[config.mk]
export PLATFORM = sky130hd
export DESIGN_NAME = easing_tween_generator_unit
export DESIGN_NICKNAME = d
export VERILOG_FILES = /design/src/sv/etg_pkg.sv /design/src/sv/etg_div.sv /design/src/sv/etg_mul.sv /design/src/sv/easing_tween_generator_unit.sv
export SDC_FILE = /design/constraint.sdc
export NUM_CORES = 2
export LEC_CHECK = 0
export ABC_AREA = 0
export BUFFER_PORTS_ARGS = -buffer_cell sky130_fd_sc_hd__buf_2
export CAP_MARGIN = 20
export CORE_ASPECT_RATIO = 1.2
export CORE_MARGIN = 3
export CORE_UTILIZATION = 30
export DETAILED_ROUTE_END_ITERATION = 12
export GPL_TIMING_DRIVEN = 1
export PLACE_DENSITY_LB_ADDON = 0.25
export SYNTH_ARGS = -nofsm -noshare
export SYNTH_HDL_FRONTEND = slang
export SYNTH_HIERARCHICAL = 1
export SYNTH_SLANG_ARGS = --single-unit
[constraint.sdc]
create_clock -name clk -period 8.3 [get_ports clk]
set_clock_uncertainty 0.1 [all_clocks]
set_input_delay 0.83 -clock clk [delete_from_list [all_inputs] [get_ports clk]]
set_output_delay 0.83 -clock clk [all_outputs]
set_load 0.1 [all_outputs]
[src/sv/etg_pkg.sv]
`timescale 1ns / 1ps

package etg_pkg;

  localparam int VAL_W  = 16;
  localparam int TIME_W = 16;
  localparam int FRAC_W = 16;
  localparam int RATE_W = FRAC_W + 1;
  localparam int MUL_W  = ((VAL_W > FRAC_W) ? VAL_W : FRAC_W) + 2;
  localparam int PROD_W = 2 * MUL_W;
  localparam int E2_W   = 2 * FRAC_W + 3;
  localparam int CFG_W  = (VAL_W > TIME_W) ? VAL_W : TIME_W;
  localparam int CURVE_W = 3;

  typedef enum logic [1:0] {
    ACT_TICK  = 2'd0,
    ACT_START = 2'd1,
    ACT_STOP  = 2'd2,
    ACT_NONE  = 2'd3
  } action_t;

  localparam logic [1:0] CFG_START    = 2'd0;
  localparam logic [1:0] CFG_END      = 2'd1;
  localparam logic [1:0] CFG_DURATION = 2'd2;
  localparam logic [1:0] CFG_CURVE    = 2'd3;

  localparam logic [CURVE_W-1:0] CURVE_IN_QUAD     = 3'd1;
  localparam logic [CURVE_W-1:0] CURVE_OUT_QUAD    = 3'd2;
  localparam logic [CURVE_W-1:0] CURVE_IN_OUT_QUAD = 3'd3;
  localparam logic [CURVE_W-1:0] CURVE_OUT_IN_QUAD = 3'd4;

  typedef struct packed {
    logic [1:0]        action;
    logic [TIME_W-1:0] tick_count;
  } in_item_t;

  typedef struct packed {
    logic signed [VAL_W-1:0] eased_value;
    logic [TIME_W-1:0]       elapsed_ticks;
    logic                    still_running;
  } out_item_t;

endpackage

[src/sv/etg_div.sv]
`timescale 1ns / 1ps

module etg_div (
  input  logic                          clk,
  input  logic                          rst_n,
  input  logic                          start,
  input  logic [etg_pkg::TIME_W-1:0]    dividend,
  input  logic [etg_pkg::TIME_W-1:0]    divisor,
  output logic                          done,
  output logic [etg_pkg::RATE_W-1:0]    quotient
);

  localparam int CNT_W = $clog2(etg_pkg::RATE_W);

  logic                         busy_r;
  logic                         done_r;
  logic [CNT_W-1:0]             cnt_r;
  logic [etg_pkg::TIME_W:0]     rem_r;
  logic [etg_pkg::TIME_W-1:0]   dsr_r;
  logic [etg_pkg::RATE_W-1:0]   quo_r;

  logic                         ge;
  logic [etg_pkg::TIME_W:0]     diff;
  logic [etg_pkg::TIME_W:0]     sel;
  logic [etg_pkg::TIME_W:0]     rem_nxt;
  logic [etg_pkg::RATE_W-1:0]   quo_nxt;

  // restoring division, one quotient bit per cycle
  always_comb begin
    ge      = rem_r >= {1'b0, dsr_r};
    diff    = rem_r - {1'b0, dsr_r};
    sel     = ge ? diff : rem_r;
    rem_nxt = {sel[etg_pkg::TIME_W-1:0], 1'b0};
    quo_nxt = {quo_r[etg_pkg::RATE_W-2:0], ge};
  end

  always_ff @(posedge clk) begin
    if (!rst_n) begin
      busy_r <= 1'b0;
      done_r <= 1'b0;
      cnt_r  <= '0;
    end else begin
      done_r <= 1'b0;
      if (start) begin
        busy_r <= 1'b1;
        cnt_r  <= '0;
        rem_r  <= {1'b0, dividend};
        dsr_r  <= divisor;
        quo_r  <= '0;
      end else if (busy_r) begin
        rem_r <= rem_nxt;
        quo_r <= quo_nxt;
        cnt_r <= cnt_r + 1'b1;
        if (cnt_r == CNT_W'(etg_pkg::FRAC_W)) begin
          busy_r <= 1'b0;
          done_r <= 1'b1;
        end
      end
    end
  end

  assign done     = done_r;
  assign quotient = quo_r;

endmodule

[src/sv/etg_mul.sv]
`timescale 1ns / 1ps

module etg_mul (
  input  logic                                clk,
  input  logic signed [etg_pkg::MUL_W-1:0]    op_a,
  input  logic signed [etg_pkg::MUL_W-1:0]    op_b,
  output logic signed [etg_pkg::PROD_W-1:0]   prod
);

  logic signed [etg_pkg::PROD_W-1:0] prod_r;

  always_ff @(posedge clk) begin
    prod_r <= op_a * op_b;
  end

  assign prod = prod_r;

endmodule

[src/sv/easing_tween_generator_unit.sv]
`timescale 1ns / 1ps
// an input beat is taken only in S_IDLE; the serial rate divider then works
//   one quotient bit a cycle, followed by two passes through the shared multiplier;
//   a result waits in S_FIN on a stalled output; new items wait till it is registered
// stop, idle ticks and unknown actions are taken in S_IDLE and give no result
// reset: synchronous active low; clears elapsed time, running flag and output valid,
//   and loads start 0, end 0, duration 1, linear curve

module easing_tween_generator_unit (
  input  logic                         clk,
  input  logic                         rst_n,
  input  logic                         in_valid,
  output logic                         in_ready,
  input  etg_pkg::in_item_t            in_data,
  output logic                         out_valid,
  input  logic                         out_ready,
  output etg_pkg::out_item_t           out_data,
  input  logic                         cfg_valid,
  output logic                         cfg_ready,
  input  logic [1:0]                   cfg_index,
  input  logic [etg_pkg::CFG_W-1:0]    cfg_data
);

  localparam int V = etg_pkg::VAL_W;
  localparam int T = etg_pkg::TIME_W;
  localparam int F = etg_pkg::FRAC_W;
  localparam int R = etg_pkg::RATE_W;
  localparam int M = etg_pkg::MUL_W;
  localparam int P = etg_pkg::PROD_W;
  localparam int E = etg_pkg::E2_W;

  localparam logic [R-1:0] RATE_HALF = R'(1) << (F - 1);
  localparam logic [E-1:0] E2_HALF   = E'(1) << (F - 1);
  localparam logic [E-1:0] E2_ONE    = E'(1) << (2 * F);
  localparam logic [P-1:0] P_HALF    = P'(1) << (F - 1);

  typedef enum logic [2:0] {
    S_IDLE, S_PREP, S_DIV, S_SQ, S_EASE, S_SCALE, S_FIN
  } state_t;

  state_t                         state_r;
  logic [V-1:0]                   start_r;
  logic [V-1:0]                   end_r;
  logic [T-1:0]                   dur_r;
  logic [etg_pkg::CURVE_W-1:0]    curve_r;
  logic [T-1:0]                   elapsed_r;
  logic                           active_r;
  logic [R-1:0]                   rate_r;
  logic [R-1:0]                   frac_r;
  logic                           out_valid_r;
  etg_pkg::out_item_t             out_data_r;

  logic [T-1:0]                   dur_eff;
  logic [T:0]                     tick_sum;
  logic [T-1:0]                   tick_clamped;
  logic                           div_start;
  logic                           div_done;
  logic [R-1:0]                   div_quo;
  logic signed [M-1:0]            mul_a;
  logic signed [M-1:0]            mul_b;
  logic signed [P-1:0]            mul_prod;
  logic [V:0]                     range;
  logic [E-1:0]                   sq;
  logic [E-1:0]                   lin;
  logic [E-1:0]                   e2;
  logic [E-1:0]                   e2_rnd;
  logic [P-1:0]                   p_rnd;
  logic [V-1:0]                   value;
  etg_pkg::action_t               act;

  assign dur_eff      = (dur_r == '0) ? T'(1) : dur_r;
  assign tick_sum     = {1'b0, elapsed_r} + {1'b0, in_data.tick_count};
  assign tick_clamped = (tick_sum > {1'b0, dur_eff}) ? dur_eff : tick_sum[T-1:0];
  assign act          = etg_pkg::action_t'(in_data.action);
  assign div_start    = (state_r == S_PREP);
  assign range        = {end_r[V-1], end_r} - {start_r[V-1], start_r};

  assign in_ready  = (state_r == S_IDLE);
  assign cfg_ready = 1'b1;
  assign out_valid = out_valid_r;
  assign out_data  = out_data_r;

  etg_div u_div (
    .clk      (clk),
    .rst_n    (rst_n),
    .start    (div_start),
    .dividend (elapsed_r),
    .divisor  (dur_eff),
    .done     (div_done),
    .quotient (div_quo)
  );

  etg_mul u_mul (
    .clk  (clk),
    .op_a (mul_a),
    .op_b (mul_b),
    .prod (mul_prod)
  );

  // shared multiplier: rate squared, then range times eased fraction
  always_comb begin
    if (state_r == S_SCALE || state_r == S_FIN) begin
      mul_a = M'($signed(range));
      mul_b = $signed(M'(frac_r));
    end else begin
      mul_a = $signed(M'(rate_r));
      mul_b = $signed(M'(rate_r));
    end
  end

  always_comb begin
    sq  = E'(mul_prod[2*F+1:0]);
    lin = E'(rate_r) << F;
    unique case (curve_r)
      etg_pkg::CURVE_IN_QUAD:     e2 = sq;
      etg_pkg::CURVE_OUT_QUAD:    e2 = (lin << 1) - sq;
      etg_pkg::CURVE_IN_OUT_QUAD: begin
        if (rate_r < RATE_HALF) e2 = sq << 1;
        else e2 = (lin << 2) - (sq << 1) - E2_ONE;
      end
      etg_pkg::CURVE_OUT_IN_QUAD: begin
        if (rate_r < RATE_HALF) e2 = (lin << 1) - (sq << 1);
        else e2 = (sq << 1) - (lin << 1) + E2_ONE;
      end
      default: e2 = lin;
    endcase
    e2_rnd = (e2 + E2_HALF) >> F;
    p_rnd  = $unsigned(mul_prod) + P_HALF;
    value  = start_r + p_rnd[F+V-1:F];
  end

  always_ff @(posedge clk) begin
    if (!rst_n) begin
      state_r     <= S_IDLE;
      start_r     <= '0;
      end_r       <= '0;
      dur_r       <= T'(1);
      curve_r     <= '0;
      elapsed_r   <= '0;
      active_r    <= 1'b0;
      out_valid_r <= 1'b0;
    end else begin
      if (out_valid_r && out_ready && state_r != S_FIN) out_valid_r <= 1'b0;
      if (cfg_valid) begin
        unique case (cfg_index)
          etg_pkg::CFG_START:    start_r <= cfg_data[V-1:0];
          etg_pkg::CFG_END:      end_r   <= cfg_data[V-1:0];
          etg_pkg::CFG_DURATION: dur_r   <= cfg_data[T-1:0];
          etg_pkg::CFG_CURVE:    curve_r <= cfg_data[etg_pkg::CURVE_W-1:0];
          default: ;
        endcase
      end
      unique case (state_r)
        S_IDLE: begin
          if (in_valid) begin
            unique case (act)
              etg_pkg::ACT_START: begin
                elapsed_r <= '0;
                active_r  <= 1'b1;
                state_r   <= S_PREP;
              end
              etg_pkg::ACT_STOP: active_r <= 1'b0;
              etg_pkg::ACT_TICK: begin
                if (!active_r || elapsed_r >= dur_eff) begin
                  if (elapsed_r > dur_eff) elapsed_r <= dur_eff;
                end else begin
                  elapsed_r <= tick_clamped;
                  state_r   <= S_PREP;
                end
              end
              default: ;
            endcase
          end
        end
        S_PREP: state_r <= S_DIV;
        S_DIV: begin
          if (div_done) begin
            rate_r  <= div_quo;
            state_r <= S_SQ;
          end
        end
        S_SQ: state_r <= S_EASE;
        S_EASE: begin
          frac_r  <= e2_rnd[R-1:0];
          state_r <= S_SCALE;
        end
        S_SCALE: state_r <= S_FIN;
        S_FIN: begin
          if (!out_valid_r || out_ready) begin
            out_valid_r                <= 1'b1;
            out_data_r.eased_value     <= value;
            out_data_r.elapsed_ticks   <= elapsed_r;
            out_data_r.still_running   <= active_r && (elapsed_r < dur_eff);
            state_r                    <= S_IDLE;
          end
        end
        default: state_r <= S_IDLE;
      endcase
    end
  end

endmodule
# After elaboration in Yosys (flattened, before gate mapping)
# Index checks and enable logic that the tools add are counted.
[word_totals] regBits=229 elab_cells=123
[op_classes] magnitude_cmp=6 n_eq_ne=23 n_reduce_logical=29 bitwise=2 mul=1 add_sub_neg=13 muxes=28
[op_table] cell="33-bit one-hot mux with 4 select lines" n=1
[op_table] cell="33-bit subtractor" n=4
[op_table] cell="16-bit 2-to-1 mux" n=6
[op_table] cell="33-bit 2-to-1 mux" n=2
[op_table] cell="17-bit 2-to-1 mux" n=3
[op_table] cell="33-bit by 16-bit adder with 33-bit output, second input constant" n=1
[op_table] cell="33-bit adder, second input constant" n=1
[op_table] cell="18-bit by 18-bit multiplier with 33-bit output" n=1
[op_table] cell="33-bit subtractor, second input constant" n=1
[op_table] cell="32-bit by 16-bit adder with 32-bit output, second input constant" n=1
[op_table] cell="16-bit one-hot mux with 2 select lines" n=1
[op_table] cell="3-bit one-hot mux with 7 select lines" n=1
[op_table] cell="18-bit 2-to-1 mux" n=1
[op_table] cell="16-bit by 16-bit adder with 17-bit output" n=1
[op_table] cell="17-bit by 16-bit greater-or-equal comparator with 1-bit output" n=1
[op_table] cell="17-bit by 16-bit > comparator with 1-bit output" n=1
[op_table] cell="17-bit by 16-bit less-than comparator with 1-bit output, second input constant" n=1
[op_table] cell="16-bit by 16-bit subtractor with 17-bit output" n=1
[op_table] cell="16-bit adder" n=1
[op_table] cell="16-bit greater-or-equal comparator" n=1
[op_table] cell="16-bit > comparator" n=1
[op_table] cell="16-bit zero test" n=1
[op_table] cell="16-bit less-than comparator" n=1
[op_table] cell="16-bit subtractor" n=1
[op_table] cell="28 further kinds" n=67

# Longest topological paths before layout
[logic_depth] word_depth=8 mapped_depth=38

# Cells and area by module
# Netlist, hierarchy kept.
[modules_own_cells] module="easing_tween_generator_unit" n_inst=1 area_each_um2=14448.9 cells_each=1796
[modules_own_cells] module="etg_mul" n_inst=1 area_each_um2=12834.8 cells_each=1365
[modules_own_cells] module="etg_div" n_inst=1 area_each_um2=3118.0 cells_each=275

# Worst setup path before layout
# Ideal clock, no wire load.
[synth_timing] path_type="reg-to-reg" startpoint="reg start_r[2]" endpoint="reg u_mul/prod[35] (netlist name)" arrival_time_ns=8.535 n_path_buf=2 stages_incl_launch_ff=34 slack_ns=-0.455 required_ns=8.080 setup_time_ns=0.120 path_cell_list="dfxtp_1 inv_1 ha_1 nor2b_1 o21ai_0 a21boi_0 o21ai_0 a21boi_0 o21ai_0 a21oi_1 o41ai_1 o21ai_0 o21ai_0 clkbuf_1 clkbuf_1 nand2_1 fa_1 inv_1 fa_1 fa_1 fa_1 fa_1 inv_1 fa_1 inv_1 ha_1 a21o_1 a21o_1 a21o_1 a2bb2oi_1 a21oi_1 a211oi_1 o21ai_1 xnor2_1"
[synth_rtl] item="start, declared" line="easing_tween_generator_unit.sv:42" source="logic [V-1:0] start_r;"
[synth_rtl] item="start signal, assigned" line="easing_tween_generator_unit.sv:146" source="etg_pkg::CFG_START: start_r <= cfg_data[V-1:0];"

# Final worst setup path
[layout_timing] startpoint="reg start_r[1]" endpoint="reg u_mul.prod_r, in the netlist u_mul/prod[26]"
[layout_between] elab_chain_len=3
[layout_lines] item="16-bit by 16-bit subtractor with 17-bit output" line="easing_tween_generator_unit.sv:76" source="assign range = {end_r[V-1], end_r} - {start_r[V-1], start_r};"
[layout_lines] item="18-bit 2-to-1 mux" line="easing_tween_generator_unit.sv:102" source="if (state_r == S_SCALE || state_r == S_FIN) begin"
[layout_lines] item="net mul_a[13]" line="easing_tween_generator_unit.sv:59" source="logic signed [M-1:0] mul_a;"
[layout_lines] item="18-bit by 18-bit multiplier with 33-bit output" line="etg_mul.sv:13" source="prod_r <= op_a * op_b;"
[layout_lines] item="end signal, assigned" line="etg_mul.sv:13"
[layout_lines] item="end, declared" line="etg_mul.sv:10" source="logic signed [etg_pkg::PROD_W-1:0] prod_r;"
# The timed path passes the listed nets, and every way through them passes these cells.
# A chain may end at the register's enable or synchronous reset.

==> summary.md <==
| Metric | Value |
|---|---|
| Post-Synthesis Cells | `3366` |
| Startpoint Class | `register` |
| First-pass GRT wire length | `147600 microns` |
| Setup CP Type | `register to register` |
| Die height | `350.8 microns` |
| Die Width | `293.4 microns` |
| Clk Latency, worst-skew pair | `580 ps` |
| Synthesized area | `29730 sq um` |
| RSZ-0062 raised after global routing | `true` |
| Part of the power in registers | `27.2%` |
| Vias/cell | `5.054` |
| Arrival time worst endpoint | `8400 ps` |
| Core region area | `97590 sq um` |
| Mapped Avg Cell Area | `8.832 sq um` |
| Final-report hold violation count | `0` |
| Detail Placement HPWL | `76870 microns` |
| Vias in the first global route | `25.29k` |
| Grt ovf | `0` |
| Diodes inserted | `0` |
| Setup TNS | `0 ps` |
| CTS max path bufs | `3` |
| # setup viols final | `0` |
| Final Cycle Share | `96.73%` |
| Req. time, crit path | `8670 ps` |
| Hold WC Path Type | `register to register` |
| Htree depth | `1` |
| Leakage | `15.16 nW` |
| CTS buffer count | `28` |
| Slowest CP cell | `fa_1` |
| Slew Limit Headroom | `25.74%` |
| Post-Route WL | `95280 microns` |
| Residual DRC | `0` |
| Post-route insts no fill | `4812` |
| Io pins | `77` |
| Worst-Margin Slew | `1110 ps` |
| Hold slack | `312.1 ps` |
| TritonCTS clock tree | `built` |
| Switching Fraction | `42.77%` |
| Most Frequent Cell on Critical Path | `fa_1` |
| Hold_buf cts | `0` |
| Largest net degree at the start of global routing | `62` |
| Clk slew on worst S/H paths | `90 ps` |
| Drt initial violations | `1580` |
| Clk network pwr share | `23.1%` |
| Pint | `0.003003 W` |
| Initial antenna violation count | `6` |
| Inst Count DP | `4757` |
| Fmax | `0.1246 GHz` |
| Max stage delay on crit path | `530 ps` |
| Floorplan row count | `125` |
| Most common cell after layout, fill and taps aside | `inv_1` |
| CTS Sinks | `229` |
| Setup Slack @ Placement | `-185.6 ps` |
| Port-buffer cells | `75` |
| Gr usage total | `18.43%` |
| First-pass DRT Iterations | `5` |
| Final Max Tran Viols | `0` |
| Status | `finished, final reports clean` |
| Routed WL per cell | `19.80 microns` |
| Syn-to-layout area delta | `13.38%` |
| Layout cells sized above 1 | `10.59%` |
| Die ar. | `102900 sq um` |
| P per Cell Area | `155.7 nW/um^2` |
| VDD IR max | `0.0001568 V` |
| Most frequent cells in the layout | `inv_1, nand2_1, fa_1, ha_1, a21oi_1` |
| Crit. End Element | `register` |
| Gate power share | `49.7%` |
| GPL Wtd Cong | `0.9296` |
| Final worst slack | `271.4 ps` |
| Switch Pwr | `0.002244 W` |
| Fin nets | `4190` |
| Critical-path maximum fanout | `7` |
| Post-DRT Antenna Nets | `0` |
| Max-cap violations | `0` |
| CTS Root Cell | `clkbuf_16` |
| Yosys warnings | `6` |
| Routed vias | `24.32k` |
| Initial Util | `30.46%` |
| Crit path time final | `8029 ps` |
-- what timing repair did --
action / CTS / global route
resized for setup: 8 / 46
setup buffers: 1 / 2
setup endpoints to repair: 6 / 18
pin swaps: 1 / 32
-- final timing paths --
check                           cells past startpoint                              from                endpoint  slack [ps]
worst max register to register                     34           start_r[1]$_SDFFE_PN0P_  u_mul/prod[26]$_DFF_P_         270
worst max-delay path                               34           start_r[1]$_SDFFE_PN0P_  u_mul/prod[26]$_DFF_P_         270
worst min-delay path                                0  u_div/quotient[11]$_SDFFCE_PP0P_    rate_r[11]$_DFFE_PP_         310
worst min register to register                      0  u_div/quotient[11]$_SDFFCE_PP0P_    rate_r[11]$_DFFE_PP_         310
-- layout make-up --
| class | count | area [sq um] |
|---|---|---|
| fillers | 10310 | 63890 |
| flip-flops and latches | 229 | 5757 |
| clock buffers | 37 | 805.8 |
| multi-input cells | 2503 | 21840 |
| inverters | 519 | 1948 |
| well taps | 1270 | 1589 |
| clock inverters | 15 | 96.34 |
| repair buffers | 239 | 1668 |
-- power by group through the flow --
| stage | combinational, W | clock, W | sequential (W) |
|---|---|---|---|
| finish | 0.00261 | 0.00121 | 0.00143 |
| detailed placement | 0.00254 | 0 | 0.00145 |
| floorplan | 0.00184 | 0 | 0.00136 |
| CTS | 0.00256 | 0.00124 | 0.00143 |
| global route | 0.00287 | 0.00129 | 0.00143 |
| global placement | 0.00254 | 0 | 0.00145 |
-- metrics by stage --
stage / power, W / utilization, % / cell area [sq um]
after floorplan: 0.003200 / - / 29770
after global placement: 0.003991 / 33.36 / 32560
after detailed placement: 0.003986 / 33.38 / 32580
after CTS: 0.005224 / 34.32 / 33490
after global routing: 0.005587 / 34.54 / 33710
final: 0.005248 / 34.54 / 33710
-- per-layer routing --
metal / vias up / global-route usage, % / wire length (microns)
met5: - / 0 / 13
met4: 2 / 6.764 / 4030
met1: 12040 / 21.90 / 38590
met2: 582 / 34.46 / 49180
met3: 185 / 1.579 / 3472
li1: 11510 / - / -
-- critical path: cells and delay by family, from the launching register on --
family	cells	cell delay, ps
fa+ha+maj	8	3600
compound gates	11	1800
simple gates	5	1090
buf+inv	8	730
flops	1	320
xor+xnor	2	300
-- registers in the layout (all words and copies together), names as in the netlist, 3 cells and up --
name and flops:
curve_r 3, u_div/cnt_r 5, elapsed_r 16, start_r 16, u_div/rem_r 17, u_mul/prod 33
frac_r 17, u_div/quotient 17, rate_r 17, state_r 3, end_r 16, dur_r 16
u_div/dsr_r 16, out_data 33
No activity file was read; power rests on OpenSTA's default activity.
